`src/rtl/core/lfu_pkg.sv`:
```
// ============================================================================
// lfu_pkg
// Shared constants for the LFU key/value store with LRU tie-break.
// ============================================================================
package lfu_pkg;

    // default number of slots
    localparam int ENTRIES_DEF = 16;

    // field widths
    localparam int KEY_W = 32;
    localparam int VAL_W = 32;
    localparam int CNT_W = 32;
    localparam int CAP_W = 5;

    // capacity register after reset
    localparam logic [CAP_W-1:0] CAP_RESET = 5'd16;

    // operation codes carried on s_tuser
    localparam logic CMD_GET = 1'b0;
    localparam logic CMD_PUT = 1'b1;

    // read value returned by a get that misses
    localparam logic [VAL_W-1:0] MISS_VALUE = '1;

    // use count of a freshly inserted entry
    localparam logic [CNT_W-1:0] CNT_FIRST = 32'd1;

endpackage

```
`src/rtl/core/lfu_cache_replacement_core.sv`:
```
// ============================================================================
// lfu_cache_replacement_core
// Fully associative key/value store, least-frequently-used replacement with
// least-recently-used tie-break, built around one slot RAM swept by a sequencer.
// ============================================================================
//
// channel   direction  contents
// s_*       in         tuser: cmd; tdata: lookup_key, write_value
// m_*       out        tuser: found; tdata: read_value
// capacity  in         capacity_in_use_we / capacity_in_use_wdata, 5 bits
//
// A get hit or a put that changes the store goes from accept to result through
// a scan sweep, which finds the key, free slot and victim, and a second
// read-modify-write sweep, which updates ranks and the target slot. A get miss
// or a put at zero capacity skips the second sweep. s_tready rises in the same
// cycle as the result is set.
// Reset clears the valid bits and the sequencer; slot contents need no clearing.
// A result waits in the output register while the next word is accepted; the
// sequencer holds before emitting if the previous result has not been taken.
//
module lfu_cache_replacement_core #(
    parameter int ENTRIES = lfu_pkg::ENTRIES_DEF
) (
    input  logic                      clk,
    input  logic                      rst_n,
    // capacity register
    input  logic                      capacity_in_use_we,
    input  logic [lfu_pkg::CAP_W-1:0] capacity_in_use_wdata,
    // input stream
    input  logic                      s_tvalid,
    output logic                      s_tready,
    input  logic [63:0]               s_tdata,   // [31:0] lookup_key, [63:32] write_value
    input  logic                      s_tuser,   // [0] cmd
    // output stream
    output logic                      m_tvalid,
    input  logic                      m_tready,
    output logic [31:0]               m_tdata,   // [31:0] read_value
    output logic                      m_tuser    // [0] found
);

    localparam int AW    = (ENTRIES > 1) ? $clog2(ENTRIES) : 1;
    localparam int CW    = $clog2(ENTRIES + 1);
    localparam int EW    = (CW > lfu_pkg::CAP_W) ? CW : lfu_pkg::CAP_W;
    localparam int KW    = lfu_pkg::KEY_W;
    localparam int VW    = lfu_pkg::VAL_W;
    localparam int NW    = lfu_pkg::CNT_W;
    localparam int REC_W = KW + VW + NW + AW;

    typedef enum logic [2:0] {
        IDLE,
        SCAN,
        DECIDE,
        UPDATE,
        EMIT
    } state_t;

    state_t                    state_reg, state_next;
    logic [lfu_pkg::CAP_W-1:0] cap_reg, cap_next;
    logic [ENTRIES-1:0]        valid_reg, valid_next;
    logic [CW-1:0]             cnt_reg, cnt_next;
    logic                      cmd_reg, cmd_next;
    logic [KW-1:0]             key_reg, key_next;
    logic [VW-1:0]             val_reg, val_next;
    logic [CW-1:0]             vcount_reg, vcount_next;
    logic                      found_reg, found_next;
    logic [AW-1:0]             hit_idx_reg, hit_idx_next;
    logic [VW-1:0]             hit_val_reg, hit_val_next;
    logic [NW-1:0]             hit_cnt_reg, hit_cnt_next;
    logic [AW-1:0]             hit_rank_reg, hit_rank_next;
    logic                      have_reg, have_next;
    logic [AW-1:0]             vic_idx_reg, vic_idx_next;
    logic [NW-1:0]             vic_cnt_reg, vic_cnt_next;
    logic [AW-1:0]             vic_rank_reg, vic_rank_next;
    logic                      free_have_reg, free_have_next;
    logic [AW-1:0]             free_idx_reg, free_idx_next;
    logic [AW-1:0]             tgt_idx_reg, tgt_idx_next;
    logic [VW-1:0]             tgt_val_reg, tgt_val_next;
    logic [NW-1:0]             tgt_cnt_reg, tgt_cnt_next;
    logic [AW-1:0]             ref_rank_reg, ref_rank_next;
    logic                      all_older_reg, all_older_next;
    logic                      upd_reg, upd_next;
    logic                      res_found_reg, res_found_next;
    logic [VW-1:0]             res_val_reg, res_val_next;
    logic                      m_tvalid_reg, m_tvalid_next;
    logic                      m_tuser_reg, m_tuser_next;
    logic [VW-1:0]             m_tdata_reg, m_tdata_next;

    // slot RAM ports
    logic             ram_wr_en;
    logic [AW-1:0]    ram_wr_addr;
    logic [REC_W-1:0] ram_wr_data;
    logic [AW-1:0]    ram_rd_addr;
    logic [REC_W-1:0] ram_rd_data;

    // fields of the slot read in the previous cycle
    logic [KW-1:0] rd_key;
    logic [VW-1:0] rd_val;
    logic [NW-1:0] rd_cnt;
    logic [AW-1:0] rd_rank;
    logic [AW-1:0] slot_idx;
    logic [EW-1:0] eff_cap;
    logic [EW-1:0] cap_ext;

    assign rd_key   = ram_rd_data[0 +: KW];
    assign rd_val   = ram_rd_data[KW +: VW];
    assign rd_cnt   = ram_rd_data[KW + VW +: NW];
    assign rd_rank  = ram_rd_data[KW + VW + NW +: AW];
    assign slot_idx = AW'(cnt_reg - CW'(1));

    // capacity clipped to the slot count
    assign cap_ext = EW'(cap_reg);
    assign eff_cap = (cap_ext > EW'(ENTRIES)) ? EW'(ENTRIES) : cap_ext;

    lfu_ram #(
        .WIDTH (REC_W),
        .DEPTH (ENTRIES)
    ) u_slot_ram (
        .clk     (clk),
        .wr_en   (ram_wr_en),
        .wr_addr (ram_wr_addr),
        .wr_data (ram_wr_data),
        .rd_addr (ram_rd_addr),
        .rd_data (ram_rd_data)
    );

    // sequencer next-state logic
    always_comb
    begin
        state_next     = state_reg;
        cap_next       = cap_reg;
        valid_next     = valid_reg;
        cnt_next       = cnt_reg;
        cmd_next       = cmd_reg;
        key_next       = key_reg;
        val_next       = val_reg;
        vcount_next    = vcount_reg;
        found_next     = found_reg;
        hit_idx_next   = hit_idx_reg;
        hit_val_next   = hit_val_reg;
        hit_cnt_next   = hit_cnt_reg;
        hit_rank_next  = hit_rank_reg;
        have_next      = have_reg;
        vic_idx_next   = vic_idx_reg;
        vic_cnt_next   = vic_cnt_reg;
        vic_rank_next  = vic_rank_reg;
        free_have_next = free_have_reg;
        free_idx_next  = free_idx_reg;
        tgt_idx_next   = tgt_idx_reg;
        tgt_val_next   = tgt_val_reg;
        tgt_cnt_next   = tgt_cnt_reg;
        ref_rank_next  = ref_rank_reg;
        all_older_next = all_older_reg;
        upd_next       = upd_reg;
        res_found_next = res_found_reg;
        res_val_next   = res_val_reg;
        m_tvalid_next  = m_tvalid_reg;
        m_tuser_next   = m_tuser_reg;
        m_tdata_next   = m_tdata_reg;

        ram_wr_en   = 1'b0;
        ram_wr_addr = slot_idx;
        ram_wr_data = ram_rd_data;
        ram_rd_addr = cnt_reg[AW-1:0];

        // capacity write
        if (capacity_in_use_we)
        begin
            cap_next = capacity_in_use_wdata;
        end

        // result taken downstream
        if (m_tready)
        begin
            m_tvalid_next = 1'b0;
        end

        case (state_reg)
            IDLE:
            begin
                if (s_tvalid)
                begin
                    cmd_next       = s_tuser;
                    key_next       = s_tdata[31:0];
                    val_next       = s_tdata[63:32];
                    cnt_next       = '0;
                    vcount_next    = '0;
                    found_next     = 1'b0;
                    have_next      = 1'b0;
                    free_have_next = 1'b0;
                    state_next     = SCAN;
                end
            end

            // sweep 1: key match, valid count, first free slot, lfu/lru victim
            SCAN:
            begin
                if (cnt_reg != '0)
                begin
                    if (valid_reg[slot_idx])
                    begin
                        vcount_next = vcount_reg + CW'(1);
                        if (!found_reg && rd_key == key_reg)
                        begin
                            found_next    = 1'b1;
                            hit_idx_next  = slot_idx;
                            hit_val_next  = rd_val;
                            hit_cnt_next  = rd_cnt;
                            hit_rank_next = rd_rank;
                        end
                        if (!have_reg || rd_cnt < vic_cnt_reg ||
                            (rd_cnt == vic_cnt_reg && rd_rank > vic_rank_reg))
                        begin
                            have_next     = 1'b1;
                            vic_idx_next  = slot_idx;
                            vic_cnt_next  = rd_cnt;
                            vic_rank_next = rd_rank;
                        end
                    end
                    else if (!free_have_reg)
                    begin
                        free_have_next = 1'b1;
                        free_idx_next  = slot_idx;
                    end
                end
                if (cnt_reg == CW'(ENTRIES))
                begin
                    state_next = DECIDE;
                end
                else
                begin
                    cnt_next = cnt_reg + CW'(1);
                end
            end

            // choose the target slot and its new contents
            DECIDE:
            begin
                cnt_next       = '0;
                res_found_next = found_reg;
                res_val_next   = '0;
                upd_next       = 1'b0;
                tgt_idx_next   = hit_idx_reg;
                tgt_val_next   = (cmd_reg == lfu_pkg::CMD_GET) ? hit_val_reg : val_reg;
                tgt_cnt_next   = (hit_cnt_reg == '1) ? hit_cnt_reg : hit_cnt_reg + NW'(1);
                ref_rank_next  = hit_rank_reg;
                all_older_next = 1'b0;
                if (cmd_reg == lfu_pkg::CMD_GET)
                begin
                    res_val_next = found_reg ? hit_val_reg : lfu_pkg::MISS_VALUE;
                    upd_next     = found_reg;
                end
                else if (eff_cap != '0)
                begin
                    upd_next = 1'b1;
                    if (!found_reg)
                    begin
                        tgt_cnt_next = lfu_pkg::CNT_FIRST;
                        if (EW'(vcount_reg) < eff_cap)
                        begin
                            tgt_idx_next   = free_idx_reg;
                            all_older_next = 1'b1;
                        end
                        else
                        begin
                            tgt_idx_next  = vic_idx_reg;
                            ref_rank_next = vic_rank_reg;
                        end
                    end
                end
                state_next = (cmd_reg == lfu_pkg::CMD_GET && !found_reg) ||
                             (cmd_reg == lfu_pkg::CMD_PUT && eff_cap == '0) ? EMIT : UPDATE;
            end

            // sweep 2: age ranks and rewrite the target slot
            UPDATE:
            begin
                if (cnt_reg != '0)
                begin
                    if (slot_idx == tgt_idx_reg)
                    begin
                        ram_wr_en             = 1'b1;
                        ram_wr_data           = {AW'(0), tgt_cnt_reg, tgt_val_reg, key_reg};
                        valid_next[slot_idx]  = 1'b1;
                    end
                    else if (valid_reg[slot_idx] &&
                             (all_older_reg || rd_rank < ref_rank_reg))
                    begin
                        ram_wr_en   = 1'b1;
                        ram_wr_data = {rd_rank + AW'(1), rd_cnt, rd_val, rd_key};
                    end
                end
                if (cnt_reg == CW'(ENTRIES))
                begin
                    state_next = EMIT;
                end
                else
                begin
                    cnt_next = cnt_reg + CW'(1);
                end
            end

            // hand the result to the output register once it is free
            EMIT:
            begin
                if (!m_tvalid_reg || m_tready)
                begin
                    m_tvalid_next = 1'b1;
                    m_tuser_next  = res_found_reg;
                    m_tdata_next  = res_val_reg;
                    state_next    = IDLE;
                end
            end

            default:
            begin
                state_next = IDLE;
            end
        endcase
    end

    // state and registered outputs
    always_ff @(posedge clk or negedge rst_n)
    begin
        if (!rst_n)
        begin
            state_reg     <= IDLE;
            cap_reg       <= lfu_pkg::CAP_RESET;
            valid_reg     <= '0;
            cnt_reg       <= '0;
            cmd_reg       <= lfu_pkg::CMD_GET;
            key_reg       <= '0;
            val_reg       <= '0;
            vcount_reg    <= '0;
            found_reg     <= 1'b0;
            hit_idx_reg   <= '0;
            hit_val_reg   <= '0;
            hit_cnt_reg   <= '0;
            hit_rank_reg  <= '0;
            have_reg      <= 1'b0;
            vic_idx_reg   <= '0;
            vic_cnt_reg   <= '0;
            vic_rank_reg  <= '0;
            free_have_reg <= 1'b0;
            free_idx_reg  <= '0;
            tgt_idx_reg   <= '0;
            tgt_val_reg   <= '0;
            tgt_cnt_reg   <= '0;
            ref_rank_reg  <= '0;
            all_older_reg <= 1'b0;
            upd_reg       <= 1'b0;
            res_found_reg <= 1'b0;
            res_val_reg   <= '0;
            m_tvalid_reg  <= 1'b0;
            m_tuser_reg   <= 1'b0;
            m_tdata_reg   <= '0;
        end
        else
        begin
            state_reg     <= state_next;
            cap_reg       <= cap_next;
            valid_reg     <= valid_next;
            cnt_reg       <= cnt_next;
            cmd_reg       <= cmd_next;
            key_reg       <= key_next;
            val_reg       <= val_next;
            vcount_reg    <= vcount_next;
            found_reg     <= found_next;
            hit_idx_reg   <= hit_idx_next;
            hit_val_reg   <= hit_val_next;
            hit_cnt_reg   <= hit_cnt_next;
            hit_rank_reg  <= hit_rank_next;
            have_reg      <= have_next;
            vic_idx_reg   <= vic_idx_next;
            vic_cnt_reg   <= vic_cnt_next;
            vic_rank_reg  <= vic_rank_next;
            free_have_reg <= free_have_next;
            free_idx_reg  <= free_idx_next;
            tgt_idx_reg   <= tgt_idx_next;
            tgt_val_reg   <= tgt_val_next;
            tgt_cnt_reg   <= tgt_cnt_next;
            ref_rank_reg  <= ref_rank_next;
            all_older_reg <= all_older_next;
            upd_reg       <= upd_next;
            res_found_reg <= res_found_next;
            res_val_reg   <= res_val_next;
            m_tvalid_reg  <= m_tvalid_next;
            m_tuser_reg   <= m_tuser_next;
            m_tdata_reg   <= m_tdata_next;
        end
    end

    // port drive
    assign s_tready = (state_reg == IDLE);
    assign m_tvalid = m_tvalid_reg;
    assign m_tuser  = m_tuser_reg;
    assign m_tdata  = m_tdata_reg;

`ifndef SYNTHESIS
    // slot RAM is only written during the update sweep, and only when one is due
    a_wr_in_update: assert property (@(posedge clk) disable iff (!rst_n)
        ram_wr_en |-> (state_reg == UPDATE && upd_reg))
        else $error("slot write outside update sweep");

    // valid entries are never dropped
    a_valid_grows: assert property (@(posedge clk) disable iff (!rst_n)
        1'b1 |=> $countones(valid_reg) >= $countones($past(valid_reg)))
        else $error("valid entry lost");

    // scan count agrees with the valid bits
    a_vcount: assert property (@(posedge clk) disable iff (!rst_n)
        state_reg == DECIDE |-> 32'(vcount_reg) == $countones(valid_reg))
        else $error("valid count mismatch");

    // a hit always points at a valid slot
    a_hit_valid: assert property (@(posedge clk) disable iff (!rst_n)
        (state_reg == DECIDE && found_reg) |-> valid_reg[hit_idx_reg])
        else $error("hit on invalid slot");

    // an insert below capacity always has a free slot to take
    a_free_slot: assert property (@(posedge clk) disable iff (!rst_n)
        (state_reg == DECIDE && cmd_reg == lfu_pkg::CMD_PUT && !found_reg &&
         EW'(vcount_reg) < eff_cap) |-> free_have_reg)
        else $error("no free slot for insert");
`endif

endmodule

```
`src/rtl/core/lfu_ram.sv`:
```
// ============================================================================
// lfu_ram
// Generic simple dual-port RAM: one write port, one read port, registered read.
// ============================================================================
module lfu_ram #(
    parameter int WIDTH = 32,
    parameter int DEPTH = 16,
    localparam int AW = (DEPTH > 1) ? $clog2(DEPTH) : 1
) (
    input  logic             clk,
    input  logic             wr_en,
    input  logic [AW-1:0]    wr_addr,
    input  logic [WIDTH-1:0] wr_data,
    input  logic [AW-1:0]    rd_addr,
    output logic [WIDTH-1:0] rd_data
);

    logic [WIDTH-1:0] mem [DEPTH];

    // write port
    always_ff @(posedge clk)
    begin
        if (wr_en)
        begin
            mem[wr_addr] <= wr_data;
        end
    end

    // registered read port
    always_ff @(posedge clk)
    begin
        rd_data <= mem[rd_addr];
    end

endmodule

```
`config.mk`:
```
export PLATFORM = sky130hd
export DESIGN_NAME = lfu_cache_replacement_core
export DESIGN_NICKNAME = d
export VERILOG_FILES = /design/src/rtl/core/lfu_pkg.sv /design/src/rtl/core/lfu_cache_replacement_core.sv /design/src/rtl/core/lfu_ram.sv
export SDC_FILE = /design/constraint.sdc
export NUM_CORES = 2
export LEC_CHECK = 0
export BUFFER_PORTS_ARGS = -buffer_cell sky130_fd_sc_hd__clkbuf_2
export CAP_MARGIN = 40
export CORE_UTILIZATION = 45
export CTS_CLUSTER_DIAMETER = 100
export CTS_CLUSTER_SIZE = 8
export DETAILED_ROUTE_END_ITERATION = 8
export GPL_ROUTABILITY_DRIVEN = 0
export SLEW_MARGIN = 30
export SYNTH_ARGS = -nofsm -noshare
export SYNTH_HDL_FRONTEND = slang
export SYNTH_SLANG_ARGS = --single-unit
```
`constraint.sdc`:
```
create_clock -name clk -period 21.9 [get_ports clk]
set_clock_uncertainty 0.2 [all_clocks]
set_input_delay 4.38 -clock clk [delete_from_list [all_inputs] [get_ports clk]]
set_output_delay 4.38 -clock clk [all_outputs]
set_load 0.02 [all_outputs]
```
# Yosys cells after proc, flatten, opt, wreduce, memory -nomap -nowiden
# Memories as Yosys holds them, arrays and structs flattened. A register that Yosys moved wholly into a read port is not among the register bits.
# Index checks and enable logic that the tools add are counted.
# W data, S select, Z words.
totals:
  regBits: 358
  output_inout_bits: 35
  in_bits: 75
  elab_cells: 159
  mem_bits_rw: 1600
  n_memories: 1
mem_list:
  columns: ["memory", "depth", "width", "rd", "rd_ports_with_merged_regs", "write_ports", "line", "source"]
  rows:
  - ["u_slot_ram.mem", 16, 100, 1, 1, 1, "lfu_ram.sv:18", "logic [WIDTH-1:0] mem [DEPTH];"]
classes:
  addsub: 5
  n_bitwise: 4
  n_reduce_logical: 33
  n_eq_ne: 19
  n_mux: 61
  magnitude_cmp: 7
ops:
  columns: ["cell", "n"]
  rows:
  - ["$mux W100", 4]
  - ["$mux W32", 7]
  - ["$eq A32 B32 Y1", 2]
  - ["$add A32 B1 Y32 const B", 1]
  - ["$eq A32 B32 Y1 const B", 1]
  - ["$lt A32 B32 Y1", 1]
  - ["$mux W4", 8]
  - ["$mux W5", 5]
  - ["$mux W1", 24]
  - ["$reduce_and A4 Y1", 6]
  - ["$ne A2 B2 Y1 const B", 10]
  - ["$or A16 B16 Y16", 1]
  - ["$mux W3", 5]
  - ["$pmux W3 S5", 1]
  - ["$pmux W5 S3", 1]
  - ["$add A5 B1 Y5 const B", 2]
  - ["$pmux W5 S2", 1]
  - ["$reduce_and A5 Y1", 2]
  - ["$reduce_bool A5 Y1", 2]
  - ["$eq A3 B2 Y1 const B", 2]
  - ["$logic_and A1 B1 Y1", 6]
  - ["$pmux W1 S2", 3]
  - ["$reduce_and A3 Y1", 2]
  - ["$eq A5 B5 Y1 const B", 1]
  - ["other kinds (22)", 31]

# Longest topological paths before layout
logic_depth:
  ltp_word: 10
  depth_mapped: 16
  mapped_depth_nobuf: 9

# Hierarchy
# From an unflattened synthesis, not the netlist that was laid out.
unflattened:
  hier_cells: 4362
  area_unflattened_um2: 79548.8
modules_own_cells:
  columns: ["mod", "area_each_um2", "cells_each", "n_inst", "seq_area_each_um2"]
  rows:
  - ["lfu_ram", 61781.8, 2560, 1, 50048.0]
  - ["lfu_cache_replacement_core", 17767.0, 1802, 1, 8959.8]

# Worst setup path after synthesis
# OpenSTA, ideal clock, no wires.
synth_path:
  path_kind: "register to register"
  from: "register cnt_reg[0]"
  to: "memory u_slot_ram.mem[11][0] (netlist name) (enable)"
  required_ns: 21.109
  period_less_slack_ns: 8.655
  arrival_ns: 7.864
  path_buffers: 5
  path_stages_with_launch: 13
  setup_ns: 0.591
  slack_ns: 13.245
  cell_sequence: "dfrtp_1 buf_2 buf_6 buf_2 buf_1 inv_1 ha_1 clkbuf_1 mux4_2 mux2i_1 mux2i_2 o211ai_1 a21oi_1"
synth_between:
  elab_chain_len: 10
  word_cells_on_any_way: 12
  cone_classes: "1 x add/sub; 1 x eq/ne; 8 x mux; 2 x reduce/logical"
synth_rtl:
  columns: ["item", "line", "source"]
  rows:
  - ["start: declaration", "lfu_cache_replacement_core.sv:60", "logic [CW-1:0] cnt_reg, cnt_next;"]
  - ["start signal: assignment", "lfu_cache_replacement_core.sv:362", "cnt_reg <= cnt_next;"]
  - ["$sub A4 B1 Y4 (*)", "lfu_cache_replacement_core.sv:108", "assign slot_idx = AW'(cnt_reg - CW'(1));"]
  - ["named net ram_wr_addr[0]", "lfu_cache_replacement_core.sv:90", "logic [AW-1:0] ram_wr_addr;"]
  - ["$bmux W1 S4", "lfu_cache_replacement_core.sv:285", "else if (valid_reg[slot_idx] &&"]
  - ["$mux W1 (implied by the code)", "lfu_cache_replacement_core.sv:285", null]
  - ["$logic_and A1 B1 Y1", "lfu_cache_replacement_core.sv:285", null]
  - ["$mux W1", "lfu_cache_replacement_core.sv:285", null]
  - ["$mux W1", "lfu_cache_replacement_core.sv:279", "if (slot_idx == tgt_idx_reg)"]
  - ["$mux W1", "lfu_cache_replacement_core.sv:277", "if (cnt_reg != '0)"]
  - ["$mux W1", "lfu_cache_replacement_core.sv:177", "case (state_reg)"]
  - ["$mux W1", "lfu_ram.sv:23", "if (wr_en)"]
  - ["$mux W1 (implied by the code)", "lfu_ram.sv:25", "mem[wr_addr] <= wr_data;"]
  - ["end: declaration", "lfu_ram.sv:18", null]
# The timed path passes the listed nets; every way through them passes the cells marked *. The select of a mux whose other input is x is not followed.

# Worst setup path in the final report
layout_path:
  from: "register state_reg[1]"
  to: "output s_tready"
layout_between:
  elab_chain_len: 1
layout_rtl:
  columns: ["item", "line", "source"]
  rows:
  - ["start: declaration", "lfu_cache_replacement_core.sv:57", "state_t state_reg, state_next;"]
  - ["start signal: assignment", "lfu_cache_replacement_core.sv:359", "state_reg <= state_next;"]
  - ["$logic_not A3 Y1", "lfu_cache_replacement_core.sv:393", "assign s_tready = (state_reg == IDLE);"]
  - ["end: declaration", "lfu_cache_replacement_core.sv:31", "output logic s_tready,"]
# Every way passes these cells.

==> reports/metrics.cfg <==
[drt]
avgRoutedWirePerCell_um=26.6
drc=0
wl_met1_mm=81.4
dr.first_iter.drc_count=3744
route.met3.wl_mm=11.0
wl_mm=186
top_layer_used=met4
drtAntennaViolNets=0
dr_wl_met2_mm=89.7
drt_pass1_iterations=5
viasPerCell=5.66
num_vias=39656

[floorplan]
dieArea_sq_mm=0.178
rows=153
core_sq_mm=0.175
initial_core_util_pct=45.5
pin_count=110
die_x_um=422
die_h_um=422

[sta]
tightest_slew_ns=0.946
timing.final.max_slew_violations=0
fin_setup_tns_ns=0
worst_slack_ns=15.10
finalHoldViolCount=0
clock.fmax_mhz=147
setup_violations=0
rsz0062_at_grt=false
period_needed_ns=6.80
slew_headroom_pct=36.9
finalCritPeriodShare_pct=31.0

[worst_setup_path]
reg2reg_to=u_slot_ram.mem[1][6]$_DFFE_PP_
worstPathRequired_ns=17.32
r2r_setup_slack_ns=15.58
path_max_fanout=11
cpMaxStageDelayCell=nor3_1
start_kind=register
cp.arrival_ns=2.22
timing.critical_path.buf_inv=1
reg2regPathDepth=10
r2r-start=cnt_reg[1]$_DFFE_PN0P_
cp_top_family=simple AND/OR/NAND/NOR gates
crit_type=reg2out
cp.depth=2
cpPeakStageDelay_ns=0.53
crit_path_end_kind=primary output
path_cells=nor3_1, clkbuf_2

[global_route]
overflow=0
gr-usage-all-layers_pct=21.2
grt_pass1_wl_mm=279
antenna_found_initial=2
grt_max_degree=139
grt_pass1_vias=41658

[synthesis]
yosysUniqueCellTypes=67
synthSimpleGateAreaFrac_pct=4.05
postSynthCellCount=4154
synth_xor_area_share_pct=0.817
synth_area_sq_mm=0.0795
syn_area_per_cell_sq_um=19.1
yosysWarningCount=0
synth-seq-area-share_pct=74.2
yosys.area_share.adder_pct=0.802
synth_edf_count=1600
syn_nets=4280
ys_ff_latch=2058
synth_compound_gate_area_share_pct=1.84
async_reset_ff_share_pct=17.4
synth_top_family_by_area=multiplexers
synthMuxAreaShare_pct=17.0
synthFlopType=edfxtp_1

[worst_hold_path]
hold_class=reg2reg
holdPathStages=1
hold_start=valid_reg[0]$_DFFE_PN0P_
hold-path-endpoint=valid_reg[0]$_DFFE_PN0P_

[cells_and_area]
layout_commonest_cell=edfxtp_1
nFillCells=13648
layout_common_cells=edfxtp_1, nand2_1, mux4_2
final_cell_count_no_fill=7005
top_register=u_slot_ram.mem
area_growth_pct=16.1
largest_register_ff_count=1600
top_regs=u_slot_ram.mem: 1600 flops, u_slot_ram.rd_data: 100 flops
drive_gt1_share_pct=26.4
layout.nets=4583

[clock_tree]
numCtsBuffers=308
clock-sinks=2058
clock_path_buffers=4
cts_resized=0
cts_root_buffer=clkbuf_16
cts_tree=yes
cts-htree-levels=5
path_clk_slew_ns=0.05
cts_setup_buffers=0
hold_buffers=0
clkLatencyLatePin_ns=0.92

[pwr]
p_int_uw=8930
p_leak_uw=0.0324
clkPwrFrac_pct=34.4
sw_frac_of_total_pct=28.3
pwr-share-seq_pct=42.7
p_sw_uw=3520
power.share.combinational_pct=22.9
ir_drop_mv=0.128
p_total_uw=12400
power.density_mw_per_mm2=135

[place]
dp_slack_ns=14.96
portBuffers=109
hpwl_mm=102
dp_cells=6466

[job]
cap_viol_max_count=0

[status]
status=finished clean

through the flow:
stage	area, sq um	hold WS [ns]	util, %
finish	92300	0.259	52.8
detailed placement	83400	0.250	47.7
CTS	92200	0.262	52.7
global route	92300	0.271	52.8
floorplan	79500	0.223	-
global placement	82900	0.245	47.4
per-layer routing:
layer / GRT usage (%) / up-vias
met5: 0 / -
met4: 6.08 / 0
met2: 33.3 / 1266
met3: 3.91 / 303
met1: 30.3 / 21097
li1: - / 16990
power by group through the flow:
stage	logic (uW)	registers (uW)	clock network, uW
finish	2850	5310	4280
CTS	2880	5320	4370
global placement	2790	5400	0
detailed placement	2870	5390	0
global route	3110	5350	4540
floorplan	2120	5180	0
worst register-to-register path, delay by kind of cell, from the launching register on:
kind            cells  cell delay [ns]
compound gates      1             0.40
buf+inv             3             1.71
mux                 3             0.67
flops               1             0.92
fa+ha+maj           1             0.59
simple gates        2             1.35
cells in the mapped netlist (all sizes together) (2+ instances only):
| library cell | n | area [sq um] |
|---|---|---|
| inv | 54 | 203 |
| nor4bb | 2 | 20.0 |
| mux2i | 48 | 484 |
| xor2 | 26 | 246 |
| xnor2 | 46 | 403 |
| mux2 | 145 | 1670 |
| nor2b | 2 | 12.5 |
| a21oi | 27 | 135 |
| ha | 51 | 638 |
| edfxtp | 1600 | 48000 |
| clkbuf | 152 | 571 |
| o21bai | 33 | 248 |
| nand2 | 615 | 2310 |
| mux4 | 504 | 11400 |
| buf | 60 | 272 |
| a211oi | 3 | 22.5 |
| and3 | 19 | 119 |
| o31ai | 16 | 120 |
| a31o | 15 | 131 |
| nand4 | 25 | 163 |
| nor4 | 3 | 18.8 |
| nor3b | 2 | 15.0 |
| dfrtp | 357 | 8930 |
| a21o | 9 | 67.6 |
| nand3 | 20 | 100 |
| o211ai | 3 | 22.5 |
| a31oi | 3 | 18.8 |
| or4 | 2 | 15.0 |
| and2 | 7 | 43.8 |
| nor2 | 37 | 139 |
| nor3 | 11 | 66.3 |
| dfxtp | 100 | 2000 |
| a41oi | 2 | 17.5 |
| o21a | 2 | 15.0 |
| and4 | 5 | 43.8 |
| or3 | 4 | 25.0 |
| nand2b | 9 | 56.3 |
| o21ai | 115 | 576 |
cell families (layout without fill, tap and decap cells):
group                      count (synthesis)  count (layout)
DFF                                     2058            2058
and+or+nand+nor                          771             771
muxes                                    697             697
buffers and inverters                    267             792
AOI/OAI and AO/OA                        238             238
xor gates and xnor gates                  72              72
adders and majority gates                 51              51
other                                      0               1
worst max path at each step:
stage,startpoint,end,slack (ns)
final,state_reg[1]$_DFFE_PN0P_,s_tready,15.10
after global routing,state_reg[1]$_DFFE_PN0P_,s_tready,14.97
after CTS,state_reg[1]$_DFFE_PN0P_,s_tready,15.03
after detailed placement,rst_n,cmd_reg$_DFFE_PN0P_,14.96
after global placement,rst_n,cmd_reg$_DFFE_PN0P_,14.62
after floorplan,cnt_reg[0]$_DFFE_PN0P_,u_slot_ram.mem[11][0]$_DFFE_PP_,13.24
cell type report:
| class | count | area (sq um) | area share [%] |
|---|---|---|---|
| antenna | 1 | 2.50 | 0.00271 |
| clock buffer | 523 | 8690 | 9.42 |
| clock inverter | 9 | 101 | 0.110 |
| inverter | 55 | 209 | 0.226 |
| multi-input combinational | 1829 | 19600 | 21.3 |
| sequential | 2058 | 59000 | 63.9 |
| tap | 2325 | 2910 | 3.15 |
| timing repair buffer | 205 | 1750 | 1.90 |
Note: power is estimated with default switching activity, not from simulation.
